File: config.mk
export PLATFORM = sky130hd
export DESIGN_NAME = pll_ctrl
export DESIGN_NICKNAME = d
export VERILOG_FILES = /design/src/rtl/pll_pkg.sv /design/src/rtl/pll_ctrl.sv
export SDC_FILE = /design/constraint.sdc
export NUM_CORES = 1
export LEC_CHECK = 0
export BUFFER_PORTS_ARGS = -buffer_cell sky130_fd_sc_hd__clkbuf_2
export CORE_AREA = 8 8 45 47
export CTS_CLUSTER_SIZE = 16
export DETAILED_ROUTE_END_ITERATION = 16
export DIE_AREA = 0 0 53 55
export PLACE_DENSITY = 0.3
export SLEW_MARGIN = 20
export SYNTH_ARGS = -nofsm -noshare
export SYNTH_HDL_FRONTEND = slang
export SYNTH_SLANG_ARGS = --single-unit
File: constraint.sdc
create_clock -name clk -period 1 [get_ports clk]
set_input_delay 0.05 -clock clk [delete_from_list [all_inputs] [get_ports clk]]
set_output_delay 0.05 -clock clk [all_outputs]
set_load 0.05 [all_outputs]
File: src/rtl/pll_pkg.sv
`timescale 1ns / 1ps
`default_nettype none

package pll_pkg;

	localparam int VW = 20;
	localparam int SW = 8;
	localparam int STW = 3;

	typedef logic [VW-1:0]  vol_t;
	typedef logic [1:0]     dir_t;
	typedef logic [STW-1:0] status_t;

	localparam vol_t VMAX = {VW{1'b1}};

	localparam status_t ST_PARTIAL = 3'd0;
	localparam status_t ST_DONE    = 3'd1;
	localparam status_t ST_CANCEL  = 3'd2;
	localparam status_t ST_REJECT  = 3'd3;

	localparam dir_t DIR_OPEN_BUY   = 2'd0;
	localparam dir_t DIR_OPEN_SELL  = 2'd1;
	localparam dir_t DIR_CLOSE_BUY  = 2'd2;
	localparam dir_t DIR_CLOSE_SELL = 2'd3;

	localparam logic REG_MAX_POSITION = 1'b0;
	localparam logic REG_BYPASS_LIMIT = 1'b1;

	typedef struct packed {
		logic          kind;
		logic          open_close;
		logic          side;
		vol_t          volume;
		logic [SW-1:0] slot;
		status_t       report_status;
		logic          pending_cancel;
	} item_t;

	typedef struct packed {
		vol_t          short_position;
		vol_t          long_position;
		vol_t          filled_total;
		vol_t          killed_volume;
		status_t       status_out;
		logic [SW-1:0] slot_out;
		logic          deferred;
		vol_t          granted_volume;
	} res_t;

	typedef struct packed {
		logic load_in;
		logic rd_en;
		logic exec;
	} cmd_t;

endpackage

`default_nettype wire

File: src/rtl/pll_ctrl.sv
`timescale 1ns / 1ps
`default_nettype none

module pll_ctrl
	import pll_pkg::*;
(
	input  wire  clk,
	input  wire  arst_n,
	input  wire  s_tvalid,
	output logic s_tready,
	output logic m_tvalid,
	input  wire  m_tready,
	output cmd_t cmd
);

	localparam logic [1:0] S_IDLE = 2'd0;
	localparam logic [1:0] S_READ = 2'd1;
	localparam logic [1:0] S_EXEC = 2'd2;

	logic [1:0] state_q;
	logic [1:0] state_d;
	logic       out_valid_q;
	logic       out_free;

	assign out_free = !out_valid_q || m_tready;
	assign s_tready = (state_q == S_IDLE);
	assign m_tvalid = out_valid_q;

	always_comb begin
		state_d     = state_q;
		cmd.load_in = 1'b0;
		cmd.rd_en   = 1'b0;
		cmd.exec    = 1'b0;
		case (state_q)
			S_IDLE: begin
				if (s_tvalid) begin
					cmd.load_in = 1'b1;
					state_d     = S_READ;
				end
			end
			S_READ: begin
				cmd.rd_en = 1'b1;
				state_d   = S_EXEC;
			end
			S_EXEC: begin
				if (out_free) begin
					cmd.exec = 1'b1;
					state_d  = S_IDLE;
				end
			end
			default: state_d = S_IDLE;
		endcase
	end

	always_ff @(posedge clk or negedge arst_n) begin
		if (!arst_n) begin
			state_q     <= S_IDLE;
			out_valid_q <= 1'b0;
		end else begin
			state_q <= state_d;
			if (cmd.exec) begin
				out_valid_q <= 1'b1;
			end else if (m_tready) begin
				out_valid_q <= 1'b0;
			end
		end
	end

endmodule

`default_nettype wire

==> qor.txt <==
status = complete, but fails checks
failing checks = negative setup slack
yosys warns = 0
leak pwr = 0.1558 nW
Worst-path clk slew = 0.03 ns
clock skew = 0.003865 ns
drt wl/cell = 8.698 um
nature of the critical path startpoint = flip-flop
Final #Nets = 32
TritonCTS clock tree = yes
most frequent cells in the layout = 4 x clkbuf_4, 4 x clkbuf_2, 2 x nor2b_4, 2 x dfrtp_1, 2 x buf_4
antenna violations before repair = 0
Place WS = 0.007664 ns
TNS Setup = -0.3643 ns
Tcrit/Tclk final = 114.2%
max_cap viols = 0
ant diodes = 0
Max FO, Critical Path = 3
DIE HEIGHT = 55 um
Max IR drop VDD = 1.038 mV
Synth Area in Simple Gates = 37.74%
Placed Instance Area = 227.7 sq um
gpl congestion = 0.5715
mapped cell area = 132.6 sq um
share of layout cells above drive strength 1 = 70.37%
I/O pins = 9
Compound-Gate Fraction of Synth Area = 5.660%
final setup fails = 4
Post-DRT Antenna Nets = 0
DRC = 0
drt via density = 3.116
Die Span X = 53 um
required time worst endpoint = 0.95 ns
unrepaired setup endpoints after global routing = yes
area occupied by multi-input gates = 85.08 sq um
final-report hold violation count = 0
DR vias = 134
DRT iter0 DRCs = 0
largest family of logic cells by synthesized area = simple AND/OR/NAND/NOR gates
Tightest Pin Transition = 0.2780 ns
DP HPWL = 289.4 um
crit path kind = flip-flop to output pin
CTS Root Buffer Type = clkbuf_4
final instance area = 320.3 sq um
GRT overflow = 0
Area Growth Syn to Fin = 141.5%
total CTS buffers = 3
number of global-route vias before repair = 171
Synth Area in XOR/XNOR = 0%
FILL cells = 150
clock sinks = 3
Worst Path Arrival = 1.09 ns
Max Root-Sink Buffers = 2
Max Clock Freq = 0.8753 GHz
fin util = 23.15%
sequential area share after synthesis = 56.60%
Routed WL = 374 um
Power per Cell Area = 3137 mW/mm^2
Register Area = 76.32 sq um
worst setup margin = -0.1425 ns
minimum clock period = 1.142 ns
Post-Syn Nets = 16
Distinct cells, synth = 8
largest net degree at the start of global routing = 4
Initial Util = 9.584%
Synth Area in Adders = 0%
worst hold slack = 0.04953 ns
Port Buffers = 8
first-pass GRT wire length = 765 um
Clock Latency Late Sink = 0.23 ns
Syn Area/Cell = 11.05 sq um
register bit total from synthesis = 3
Relative slew margins = 81.54%
Std-Cell Rows = 14
drt first pass iters = 1
Mapped Cells = 12
DIE AREA = 0.002915 sq mm
Max Slew Vio Count = 0
crit end category = output pin
HP Class = input port to flip-flop
fraction of synthesized area in multiplexers = 0%
core box area = 0.001384 sq mm
gr usage total = 4.050%
H-tree levels = 1
-- routing by layer --
layer	vias to the layer above	routed length [um]	track usage (%)
met2	9	118	4.492
li1	66	-	-
met5	-	0	0
met3	0	92	5.348
met1	59	162	3.359
met4	0	0	3.879
-- critical path: stages (launching register included) --
cell and delay (ns):
dfrtp_2 0.45, nor2_4 0.11, and2_4 0.15, clkbuf_16 0.15
-- registers in the layout, indices dropped and copies added, names as in the netlist --
signal    flops
state_q       2
m_tvalid      1
-- kinds of logic after synthesis --
| family | after synthesis |
|---|---|
| flip-flops | 3 |
| AO/OA/AOI/OAI | 1 |
| AND/OR/NAND/NOR | 8 |
-- path summary, 6_finish.rpt --
check	from	end	slack, ns	depth (start not counted)
hold reg to reg	m_tvalid	m_tvalid	0.53	2
hold / removal	s_tvalid	state_q[0]	0.05	2
max in group asynchronous	arst_n	state_q[1]	0.70	2
setup reg to reg	state_q[0]	state_q[1]	0.05	3
min in group asynchronous	arst_n	m_tvalid	0.16	2
setup / recovery	state_q[1]	cmd[2]	-0.14	3
-- where the power goes --
group / switching [W] / internal, W
registers: 0.0000506 / 0.000163
logic: 0.000328 / 0.000256
clock network: 0.0000577 / 0.000149
-- per-stage QoR --
stage	cells	total power [W]
after detailed placement	36	0.0006769
after CTS	42	0.001005
after global placement	36	0.0006720
final	43	0.001005
after floorplan	12	0.0005499
after global routing	43	0.001079
-- final cells by class --
class,count,share of cell area (%)
flip-flops and latches,3,23.83
repair buffers,11,35.16
clock buffers,4,8.203
multi-input cells,9,26.56
well taps,16,6.250
-- Yosys cell counts, drive strengths merged --
library cell  number  area, sq um
nor2               1        6.260
nand2b             2        12.51
nor2b              2        15.02
dfrtp              3        75.07
nand2              1        3.750
o21bai             1        7.510
and2               2        12.51
-- repair_timing --
item,4_1_cts,5_1_grt
resized for setup,8,1
pin swaps,0,0
setup endpoints to repair,4,4
hold buffers,1,0
setup buffers,1,1
endpoints found under the hold margin,3,0
Power figures use the tool's default switching activity.
